[src/rtl/ectd_pkg.sv]
`default_nettype none
// ----------------------------------------------------------------------------
// ectd_pkg
// Shared operation codes and the status bundle between the controller and the
// datapath of the epoch to calendar date converter.
// ----------------------------------------------------------------------------
package ectd_pkg;

    localparam int OP_W = 4;
    typedef logic [OP_W-1:0] t_op;

    localparam t_op OP_NOP     = 4'd0;
    localparam t_op OP_LOAD    = 4'd1;  // capture uptime
    localparam t_op OP_DIV_DIF = 4'd2;  // start (uptime - base) / 1000
    localparam t_op OP_DIV_UP  = 4'd3;  // start uptime / 1000
    localparam t_op OP_DIV_DAY = 4'd4;  // start epoch / 86400
    localparam t_op OP_STEP    = 4'd5;  // one divider step
    localparam t_op OP_USEC    = 4'd6;  // start uptime seconds / 3600
    localparam t_op OP_DAY     = 4'd7;  // keep days, start sod / 3600
    localparam t_op OP_HOUR    = 4'd8;  // keep hour and start / 60, or start hours / 100
    localparam t_op OP_HMOD    = 4'd9;  // keep hours mod 100, start / 60
    localparam t_op OP_MINSEC  = 4'd10; // keep minute and second
    localparam t_op OP_YEAR    = 4'd11; // subtract one year
    localparam t_op OP_MON     = 4'd12; // subtract one month
    localparam t_op OP_OUT     = 4'd13; // register result

    typedef struct packed {
        logic eb_zero;
        logic sum_zero;
        logic div_last;
        logic known;
        logic year_done;
        logic mon_done;
    } t_stat;

    localparam int CFG_IDX_W = 8;
    localparam logic [CFG_IDX_W-1:0] REG_EPOCH_BASE  = 8'd0;
    localparam logic [CFG_IDX_W-1:0] REG_UPTIME_BASE = 8'd1;

endpackage
`default_nettype wire

[src/rtl/ectd_ctrl.sv]
`default_nettype none
// ----------------------------------------------------------------------------
// ectd_ctrl
// Sequencer: walks the divisions, the year count and the month count, and
// issues one datapath operation per cycle.
// ----------------------------------------------------------------------------
module ectd_ctrl (
    input  wire logic          i_clk,
    input  wire logic          i_rst_n,
    input  wire logic          i_start,
    input  wire ectd_pkg::t_stat i_stat,
    output ectd_pkg::t_op      o_op,
    output logic               o_busy
);
    import ectd_pkg::*;

    localparam logic [3:0] S_IDLE   = 4'd0;
    localparam logic [3:0] S_CHK    = 4'd1;
    localparam logic [3:0] S_DIVD   = 4'd2;
    localparam logic [3:0] S_SUM    = 4'd3;
    localparam logic [3:0] S_DIVU   = 4'd4;
    localparam logic [3:0] S_USEC   = 4'd5;
    localparam logic [3:0] S_DIVDAY = 4'd6;
    localparam logic [3:0] S_DAY    = 4'd7;
    localparam logic [3:0] S_DIVH   = 4'd8;
    localparam logic [3:0] S_HOUR   = 4'd9;
    localparam logic [3:0] S_DIVC   = 4'd10;
    localparam logic [3:0] S_HMOD   = 4'd11;
    localparam logic [3:0] S_DIVM   = 4'd12;
    localparam logic [3:0] S_MS     = 4'd13;
    localparam logic [3:0] S_YEAR   = 4'd14;
    localparam logic [3:0] S_MON    = 4'd15;

    logic [3:0] r_state;
    logic [3:0] n_state;

    always_ff @(posedge i_clk) begin
        if (!i_rst_n) begin
            r_state <= S_IDLE;
        end else begin
            r_state <= n_state;
        end
    end

    always_comb begin
        n_state = r_state;
        o_op    = OP_NOP;
        unique case (r_state)
            S_IDLE: begin
                if (i_start) begin
                    o_op    = OP_LOAD;
                    n_state = S_CHK;
                end
            end
            S_CHK: begin
                if (i_stat.eb_zero) begin
                    o_op    = OP_DIV_UP;
                    n_state = S_DIVU;
                end else begin
                    o_op    = OP_DIV_DIF;
                    n_state = S_DIVD;
                end
            end
            S_DIVD: begin
                o_op = OP_STEP;
                if (i_stat.div_last) n_state = S_SUM;
            end
            S_SUM: begin
                if (i_stat.sum_zero) begin
                    o_op    = OP_DIV_UP;
                    n_state = S_DIVU;
                end else begin
                    o_op    = OP_DIV_DAY;
                    n_state = S_DIVDAY;
                end
            end
            S_DIVU: begin
                o_op = OP_STEP;
                if (i_stat.div_last) n_state = S_USEC;
            end
            S_USEC: begin
                o_op    = OP_USEC;
                n_state = S_DIVH;
            end
            S_DIVDAY: begin
                o_op = OP_STEP;
                if (i_stat.div_last) n_state = S_DAY;
            end
            S_DAY: begin
                o_op    = OP_DAY;
                n_state = S_DIVH;
            end
            S_DIVH: begin
                o_op = OP_STEP;
                if (i_stat.div_last) n_state = S_HOUR;
            end
            S_HOUR: begin
                o_op    = OP_HOUR;
                n_state = i_stat.known ? S_DIVM : S_DIVC;
            end
            S_DIVC: begin
                o_op = OP_STEP;
                if (i_stat.div_last) n_state = S_HMOD;
            end
            S_HMOD: begin
                o_op    = OP_HMOD;
                n_state = S_DIVM;
            end
            S_DIVM: begin
                o_op = OP_STEP;
                if (i_stat.div_last) n_state = S_MS;
            end
            S_MS: begin
                o_op    = OP_MINSEC;
                n_state = i_stat.known ? S_YEAR : S_MON;
            end
            S_YEAR: begin
                if (i_stat.year_done) begin
                    n_state = S_MON;
                end else begin
                    o_op = OP_YEAR;
                end
            end
            S_MON: begin
                // unknown date comes straight here; month count is skipped
                if (i_stat.mon_done || !i_stat.known) begin
                    o_op    = OP_OUT;
                    n_state = S_IDLE;
                end else begin
                    o_op = OP_MON;
                end
            end
            default: n_state = S_IDLE;
        endcase
    end

    assign o_busy = (r_state != S_IDLE);

endmodule
`default_nettype wire

[src/rtl/ectd_dp.sv]
`default_nettype none
// ----------------------------------------------------------------------------
// ectd_dp
// Datapath: shared reciprocal-multiply divider for constant divisors, year and
// month subtraction counters, and the result registers.
// ----------------------------------------------------------------------------
module ectd_dp (
    input  wire logic          i_clk,
    input  wire logic          i_rst_n,
    input  wire ectd_pkg::t_op i_op,
    input  wire logic [31:0]   i_uptime_ms,
    input  wire logic [31:0]   i_epoch_base,
    input  wire logic [31:0]   i_uptime_base,
    output ectd_pkg::t_stat    o_stat,
    output logic               o_valid,
    output logic               o_date_known,
    output logic [11:0]        o_year,
    output logic [3:0]         o_month,
    output logic [4:0]         o_day,
    output logic [6:0]         o_hour,
    output logic [5:0]         o_minute,
    output logic [5:0]         o_second
);
    import ectd_pkg::*;

    localparam logic [16:0] D_MS   = 17'd1000;
    localparam logic [16:0] D_DAY  = 17'd86400;
    localparam logic [16:0] D_HOUR = 17'd3600;
    localparam logic [16:0] D_MIN  = 17'd60;
    localparam logic [16:0] D_HMOD = 17'd100;
    // reciprocals ceil(2^s / d), exact for any 32-bit dividend
    localparam logic [31:0] M_MS   = 32'h1062_4DD3;  // s = 38
    localparam logic [31:0] M_DAY  = 32'hC22E_4507;  // s = 48
    localparam logic [31:0] M_HOUR = 32'h91A2_B3C5;  // s = 43
    localparam logic [31:0] M_MIN  = 32'h8888_8889;  // s = 37
    localparam logic [31:0] M_HMOD = 32'h51EB_851F;  // s = 37
    localparam logic [11:0] FIRST_YEAR = 12'd1970;
    localparam logic [1:0]  Y4_INIT    = 2'd2;
    localparam logic [6:0]  Y100_INIT  = 7'd70;
    localparam logic [8:0]  Y400_INIT  = 9'd370;

    logic [31:0] r_up;
    logic [31:0] r_dq;
    logic [16:0] r_rem;
    logic [16:0] r_div;
    logic        r_ph;
    logic [63:0] r_prod;
    logic [11:0] r_rest;
    logic [15:0] r_days;
    logic [11:0] r_year;
    logic [1:0]  r_y4;
    logic [6:0]  r_y100;
    logic [8:0]  r_y400;
    logic [3:0]  r_mon;
    logic        r_known;
    logic [6:0]  r_hr;
    logic [5:0]  r_min;
    logic [5:0]  r_sec;

    logic [31:0] w_magic;
    logic [31:0] w_quo;
    logic [33:0] w_qd;
    logic [16:0] w_rem;
    logic [31:0] w_sum;
    logic        w_leap;
    logic [8:0]  w_ylen;
    logic [4:0]  w_mlen;

    always_comb begin
        unique case (r_div)
            D_MS: begin
                w_magic = M_MS;
                w_quo   = {6'd0, r_prod[63:38]};
            end
            D_DAY: begin
                w_magic = M_DAY;
                w_quo   = {16'd0, r_prod[63:48]};
            end
            D_HOUR: begin
                w_magic = M_HOUR;
                w_quo   = {11'd0, r_prod[63:43]};
            end
            D_MIN: begin
                w_magic = M_MIN;
                w_quo   = {5'd0, r_prod[63:37]};
            end
            default: begin
                w_magic = M_HMOD;
                w_quo   = {5'd0, r_prod[63:37]};
            end
        endcase
    end

    assign w_qd    = {17'd0, w_quo[16:0]} * {17'd0, r_div};
    assign w_rem   = r_dq[16:0] - w_qd[16:0];
    assign w_sum   = i_epoch_base + r_dq;
    assign w_leap  = ((r_y4 == 2'd0) && (r_y100 != 7'd0)) || (r_y400 == 9'd0);
    assign w_ylen  = w_leap ? 9'd366 : 9'd365;

    always_comb begin
        unique case (r_mon)
            4'd0, 4'd2, 4'd4, 4'd6, 4'd7, 4'd9, 4'd11: w_mlen = 5'd31;
            4'd1:    w_mlen = w_leap ? 5'd29 : 5'd28;
            default: w_mlen = 5'd30;
        endcase
    end

    always_comb begin
        o_stat.eb_zero   = (i_epoch_base == 32'd0);
        o_stat.sum_zero  = (w_sum == 32'd0);
        o_stat.div_last  = r_ph;
        o_stat.known     = r_known;
        o_stat.year_done = (r_days < {7'd0, w_ylen});
        o_stat.mon_done  = (r_days < {11'd0, w_mlen});
    end

    always_ff @(posedge i_clk) begin
        if (!i_rst_n) begin
            o_valid <= 1'b0;
        end else begin
            o_valid <= (i_op == OP_OUT);
        end
    end

    always_ff @(posedge i_clk) begin
        unique case (i_op)
            OP_LOAD: begin
                r_up    <= i_uptime_ms;
                r_known <= 1'b0;
            end
            OP_DIV_DIF: begin
                r_dq  <= r_up - i_uptime_base;
                r_rem <= '0;
                r_div <= D_MS;
                r_ph  <= 1'b0;
            end
            OP_DIV_UP: begin
                r_dq  <= r_up;
                r_rem <= '0;
                r_div <= D_MS;
                r_ph  <= 1'b0;
            end
            OP_DIV_DAY: begin
                r_dq  <= w_sum;
                r_rem <= '0;
                r_div <= D_DAY;
                r_ph  <= 1'b0;
            end
            OP_STEP: begin
                if (!r_ph) begin
                    r_prod <= {32'd0, r_dq} * {32'd0, w_magic};
                end else begin
                    r_dq  <= w_quo;
                    r_rem <= w_rem;
                end
                r_ph <= ~r_ph;
            end
            OP_USEC: begin
                r_rem <= '0;
                r_div <= D_HOUR;
                r_ph  <= 1'b0;
            end
            OP_DAY: begin
                r_days  <= r_dq[15:0];
                r_dq    <= {15'd0, r_rem};
                r_rem   <= '0;
                r_div   <= D_HOUR;
                r_ph    <= 1'b0;
                r_known <= 1'b1;
                r_year  <= FIRST_YEAR;
                r_y4    <= Y4_INIT;
                r_y100  <= Y100_INIT;
                r_y400  <= Y400_INIT;
                r_mon   <= '0;
            end
            OP_HOUR: begin
                if (r_known) begin
                    r_hr <= r_dq[6:0];
                    r_dq <= {20'd0, r_rem[11:0]};
                    r_div <= D_MIN;
                end else begin
                    r_rest <= r_rem[11:0];
                    r_div  <= D_HMOD;
                end
                r_rem <= '0;
                r_ph  <= 1'b0;
            end
            OP_HMOD: begin
                r_hr  <= r_rem[6:0];
                r_dq  <= {20'd0, r_rest};
                r_rem <= '0;
                r_div <= D_MIN;
                r_ph  <= 1'b0;
            end
            OP_MINSEC: begin
                r_min <= r_dq[5:0];
                r_sec <= r_rem[5:0];
            end
            OP_YEAR: begin
                r_days <= r_days - {7'd0, w_ylen};
                r_year <= r_year + 12'd1;
                r_y4   <= r_y4 + 2'd1;
                r_y100 <= (r_y100 == 7'd99) ? 7'd0 : r_y100 + 7'd1;
                r_y400 <= (r_y400 == 9'd399) ? 9'd0 : r_y400 + 9'd1;
            end
            OP_MON: begin
                r_days <= r_days - {11'd0, w_mlen};
                r_mon  <= r_mon + 4'd1;
            end
            OP_OUT: begin
                o_date_known <= r_known;
                o_year       <= r_known ? r_year : 12'd0;
                o_month      <= r_known ? r_mon + 4'd1 : 4'd0;
                o_day        <= r_known ? r_days[4:0] + 5'd1 : 5'd0;
                o_hour       <= r_hr;
                o_minute     <= r_min;
                o_second     <= r_sec;
            end
            default: begin
            end
        endcase
    end

endmodule
`default_nettype wire

[src/rtl/epoch_to_calendar_date.sv]
`default_nettype none
// ----------------------------------------------------------------------------
// epoch_to_calendar_date
// Millisecond uptime to Gregorian date and time of day, from a configured
// Unix epoch base and the uptime captured with it.
// ----------------------------------------------------------------------------
// Usage:
//   Request channel: i_start with i_uptime_ms, taken when o_busy is low.
//   Result channel: o_valid strobes for one cycle with all date fields; the
//   receiver cannot stall, so each result must be taken as it appears.
//   Config channel: i_cfg_valid/o_cfg_ready with i_cfg_index and
//   i_cfg_wdata; index 0 epoch base, 1 uptime base, others ignored.
//   Write config only while o_busy is low and no result is pending.
// Sequence: with no epoch base, or when the sum wraps to zero, only the
//   time of day is found from the uptime. A known date also runs the year
//   and month counts, one year or month subtracted per step from 1970.
//   Divisions are reciprocal multiplies. One request is in flight at a
//   time, and the next is taken while the strobe is high.
// Reset: synchronous, active low; both bases clear to zero (date unknown)
//   and the sequencer returns to idle.
// ----------------------------------------------------------------------------
module epoch_to_calendar_date (
    input  wire logic                          i_clk,
    input  wire logic                          i_rst_n,
    input  wire logic                          i_start,
    output logic                               o_busy,
    input  wire logic [31:0]                   i_uptime_ms,
    output logic                               o_valid,
    output logic                               o_date_known,
    output logic [11:0]                        o_year,
    output logic [3:0]                         o_month,
    output logic [4:0]                         o_day,
    output logic [6:0]                         o_hour,
    output logic [5:0]                         o_minute,
    output logic [5:0]                         o_second,
    input  wire logic                          i_cfg_valid,
    output logic                               o_cfg_ready,
    input  wire logic [ectd_pkg::CFG_IDX_W-1:0] i_cfg_index,
    input  wire logic [31:0]                   i_cfg_wdata
);
    import ectd_pkg::*;

    logic [31:0] r_epoch_base;
    logic [31:0] r_uptime_base;
    t_op         w_op;
    t_stat       w_stat;

    assign o_cfg_ready = 1'b1;

    always_ff @(posedge i_clk) begin
        if (!i_rst_n) begin
            r_epoch_base  <= '0;
            r_uptime_base <= '0;
        end else if (i_cfg_valid && o_cfg_ready) begin
            if (i_cfg_index == REG_EPOCH_BASE) r_epoch_base <= i_cfg_wdata;
            if (i_cfg_index == REG_UPTIME_BASE) r_uptime_base <= i_cfg_wdata;
        end
    end

    ectd_ctrl u_ctrl (
        .i_clk   (i_clk),
        .i_rst_n (i_rst_n),
        .i_start (i_start),
        .i_stat  (w_stat),
        .o_op    (w_op),
        .o_busy  (o_busy)
    );

    ectd_dp u_dp (
        .i_clk         (i_clk),
        .i_rst_n       (i_rst_n),
        .i_op          (w_op),
        .i_uptime_ms   (i_uptime_ms),
        .i_epoch_base  (r_epoch_base),
        .i_uptime_base (r_uptime_base),
        .o_stat        (w_stat),
        .o_valid       (o_valid),
        .o_date_known  (o_date_known),
        .o_year        (o_year),
        .o_month       (o_month),
        .o_day         (o_day),
        .o_hour        (o_hour),
        .o_minute      (o_minute),
        .o_second      (o_second)
    );

`ifndef SYNTHESIS
    a_start_busy: assert property (@(posedge i_clk) disable iff (!i_rst_n)
        (i_start && !o_busy) |=> o_busy)
        else $error("request accepted but sequencer not busy");

    a_valid_idle: assert property (@(posedge i_clk) disable iff (!i_rst_n)
        o_valid |-> !o_busy)
        else $error("result strobe while sequencer busy");

    a_unknown_zero: assert property (@(posedge i_clk) disable iff (!i_rst_n)
        (o_valid && !o_date_known) |-> (o_year == 12'd0 && o_month == 4'd0 && o_day == 5'd0))
        else $error("unknown date with non-zero date fields");

    a_known_range: assert property (@(posedge i_clk) disable iff (!i_rst_n)
        (o_valid && o_date_known) |->
            (o_hour < 7'd24 && o_month >= 4'd1 && o_month <= 4'd12 && o_day != 5'd0))
        else $error("known date out of range");
`endif

endmodule
`default_nettype wire

[config.mk]
export PLATFORM = sky130hd
export DESIGN_NAME = epoch_to_calendar_date
export DESIGN_NICKNAME = d
export VERILOG_FILES = /design/src/rtl/ectd_pkg.sv /design/src/rtl/ectd_ctrl.sv /design/src/rtl/ectd_dp.sv /design/src/rtl/epoch_to_calendar_date.sv
export SDC_FILE = /design/constraint.sdc
export NUM_CORES = 2
export LEC_CHECK = 0
export BUFFER_PORTS_ARGS = -buffer_cell sky130_fd_sc_hd__buf_2
export CAP_MARGIN = 5
export CORE_ASPECT_RATIO = 1.1
export CORE_MARGIN = 2
export CORE_UTILIZATION = 50
export CTS_CLUSTER_DIAMETER = 120
export DETAILED_ROUTE_END_ITERATION = 7
export PLACE_DENSITY = 0.66
export SLEW_MARGIN = 5
export SYNTH_ARGS = -nofsm -noshare
export SYNTH_HDL_FRONTEND = slang
export SYNTH_SLANG_ARGS = --single-unit
export TNS_END_PERCENT = 100
[constraint.sdc]
create_clock -name i_clk -period 10.8 [get_ports i_clk]
set_input_delay 0.54 -clock i_clk [delete_from_list [all_inputs] [get_ports i_clk]]
set_output_delay 0.54 -clock i_clk [all_outputs]
set_load 0.1 [all_outputs]
==> qor.log <==
[status] run status finished clean
[synth] post-synthesis share of cell area spent on xor and xnor gates 2.70%
[finish] fraction of the core area covered by cells at the end of the flow 54.0%
[synth] mux cell area share after synthesis 0.112%
[floorplanning] Std-Cell Rows 120
[clocking] CTS Hold Bufs 0
[synth] primary flip-flop cell chosen by synthesis mapping edfxtp_1
[sta] RSZ-0062 raised after global routing no
[grt] aggregate global routing overflow 0
[critical_path] data arrival time of the critical path 10.59 ns
[synth] share of the yosys chip area belonging to registers 17.6%
[detailed_routing] antenna viol nets, final 0
[critical_path] buffering stage count on the worst path with inverters included 6
[synth] mean instance size in the synthesized netlist 9.54 um2
[detailed_routing] total number of vias 36.7k
[worst_hold_path] Hold Path Origin i_uptime_ms[2]
[synth] warning count from the yosys run 0
[finish] cell area after layout 52500 um2
[floorplanning] width of the chip 302 um
[run] Max-Cap Viols 0
[placement] final estimated routing congestion in global placement 1.01
[sta] final period utilization 95.6%
[grt] largest net degree at the start of global routing 70
[detailed_routing] iteration count of the initial detailed-routing pass 6
[clocking] Bufs on Longest Clock Path 3
[placement] placed cells 6441
[synth] main combinational cell family by area after synthesis adder cells
[clocking] clock tree from TritonCTS built
[sta] setup tns final 0 ns
[synth] count of flip-flops with a built-in enable after synthesis 241
[sta] maximum achievable frequency 0.0969 GHz
[synth] number of distinct library cells after synthesis 85
[critical_path] kind of launch point of the worst setup path flip-flop
[floorplanning] core area 97300 um2
[critical_path] Worst R2R Start u_dp.r_div[11]
[placement] HPWL after DPL 126 mm
[synth] post-synthesis cell count 5137
[sta] total of endpoints with negative setup slack in the final report 0
[sta] clock period minus worst slack 10.32 ns
[sta] Clock Skew 0.0352 ns
[critical_path] critical path's top delay family adder cells
[synth] Compound-Gate Fraction of Synth Area 8.54%
[synth] proportion of synthesized flip-flops having asynchronous set or reset 0%
[worst_hold_path] class of the worst hold path in -> reg
[synth] post-synthesis sequential element count 310
[clocking] number of buffers added by the clock tree synthesis step 34
[detailed_routing] final routed DRC violation total 0
[sta] Final Max Tran Viols 0
[finish] final cell count without fillers 6506
[synth] adder and majority gate portion of the synthesized area 47.6%
[detailed_routing] total wire length after detailed routing 150 mm
[critical_path] type of destination of the critical path flip-flop
[critical_path] slowest cell on the critical path or4_2
[finish] Net count, final 6645
[critical_path] critical-path maximum fanout 54
[critical_path] CP max stage delay 0.78 ns
[floorplanning] initial standard-cell utilization of the core 50.4%
[floorplanning] Total Die Area 101000 um2
[clocking] level count of the clock H-tree 2
[clocking] clock sink count 310
[sta] endpoints failing hold 0
[synth] post-synthesis cell area 49000 um2
[critical_path] category of the most critical setup path reg -> reg
[floorplanning] Die Ht 332 um
[critical_path] startpoint of the worst setup timing path u_dp.r_div[11]
[sta] relative max-transition margin 17.0%
[grt] combined global-route utilization of all metal layers 30.6%
[detailed_routing] number of DRC markers after the initial detailed-route iteration 2968
[synth] basic-gate share of the synthesized area counting and, or, nand and nor cells 13.8%
[placement] post-place instance area 51400 um2
[grt] antenna violations before repair 0
[grt] global-route wire length before repair 231 mm
[grt] via count of the first global-routing pass 38.5k
[synth] total nets after synthesis 6581
[finish] number of antenna repair diodes 0
[detailed_routing] Routed wire per std cell 23.1 um
[finish] layout cells sized above 1 6.66%
[detailed_routing] detailed-route vias per instance 5.64
[clocking] clock slew at the register clock pins of the worst setup and hold paths 0.07 ns
[placement] buffers added on ports 118
[critical_path] data required time at the worst endpoint 11.06 ns
[floorplanning] number of ports placed on the die boundary 120
[critical_path] r2r setup slk 0.48 ns
[clocking] clock root buffer clkbuf_16
[critical_path] most frequent cell on the critical path fa_1
[sta] transition time at the pin with the least slew margin 1.24 ns
[finish] growth of design area from synthesis to finish 7.18%
[clocking] latest clock arrival within the worst-skew pair 0.54 ns
metal layers:
layer | global-route usage, % | share of wire, %
met2 | 49.8 | 47
met5 | 0 | 0
met3 | 4.05 | 6.7
met4 | 14.7 | 6.0
met1 | 40.3 | 40
flip-flops by register name, summed over array words and instances, names as in the netlist, 7 cells and up:
signal / cells
r_epoch_base: 32
r_uptime_base: 32
u_dp.o_hour: 7
u_dp.o_year: 12
u_dp.r_days: 16
u_dp.r_div: 9
u_dp.r_dq: 32
u_dp.r_hr: 7
u_dp.r_prod: 27
u_dp.r_rem: 17
u_dp.r_rest: 12
u_dp.r_up: 32
u_dp.r_y100: 7
u_dp.r_y400: 9
u_dp.r_year: 12
final cells by class:
class,count,area [um2]
Multi-Input combinational cell,3576,35800
Inverter,1052,3950
Sequential cell,310,8620
Clock inverter,14,170
Timing Repair Buffer,227,1470
Fill cell,8925,44800
Clock buffer,46,937
Tap cell,1281,1600
cells in the final DEF, fill, tap and decap left out, types with 55 or more instances in the layout:
cell      Yosys  final
o21ai_0     101    100
nor2_1      281    272
and2_1      131    131
buf_2        12    118
edfxtp_1    241    241
xnor2_1      98     98
a21boi_0     71     71
fa_1        826    826
nor3_1       74     72
buf_4         3    103
inv_1      1042   1042
nand3_1      61     61
a21o_1       55     55
nand2_1     580    579
and3_1       63     63
ha_1        542    542
nor2b_1      93     93
a21oi_1     122    120
dfxtp_1      69     69
through the flow:
step | hold WS, ns | setup slack, ns
after floorplan | 0.400 | 1.40
after detailed placement | 0.405 | 0.509
final | 0.173 | 0.477
after global placement | 0.404 | 0.229
after CTS | 0.150 | 0.412
after global routing | 0.153 | 0.0245
logic make-up (layout without fill, tap and decap cells):
group           after synthesis  in the layout
other cells                   1              1
buf+inv                    1251           1339
compound gates              614            614
simple gates               1437           1437
xor+xnor                    151            151
flops                       310            310
mux                           5              5
fa+ha+maj                  1368           1368
synth_stat cells (20+ instances only):
| cell type | instances | area share (%) |
|---|---|---|
| a21boi_0 | 71 | 1.1 |
| a21o_1 | 55 | 0.84 |
| a21oi_1 | 122 | 1.2 |
| a22oi_1 | 40 | 0.61 |
| and2_1 | 131 | 1.7 |
| and3_1 | 63 | 0.80 |
| clkbuf_1 | 174 | 1.3 |
| dfxtp_1 | 69 | 2.8 |
| edfxtp_1 | 241 | 15 |
| fa_1 | 826 | 34 |
| ha_1 | 542 | 14 |
| inv_1 | 1042 | 8.0 |
| nand2_1 | 580 | 4.4 |
| nand2b_1 | 38 | 0.49 |
| nand3_1 | 61 | 0.62 |
| nor2_1 | 281 | 2.2 |
| nor2b_1 | 93 | 1.2 |
| nor3_1 | 74 | 0.76 |
| o21ai_0 | 101 | 1.0 |
| o21bai_1 | 20 | 0.31 |
| or2_2 | 26 | 0.33 |
| xnor2_1 | 98 | 1.8 |
| xor2_1 | 53 | 0.95 |
what timing repair did:
item / in CTS / in global routing
buffers inserted: 0 / 5
setup endpoints to repair: 0 / 2
resized for setup: 0 / 4
path summary, 6_finish.rpt:
check / cells past startpoint / to
worst max register to register: 31 / u_dp.r_prod[57]
worst max-delay path: 31 / u_dp.r_prod[57]
worst min-delay path: 1 / u_dp.r_up[2]
worst min register to register: 0 / u_dp.o_minute[3]
Power is left out: the tool's default activity adds up to more than one toggle a clock period on the data nets, which glitch-free logic cannot reach.
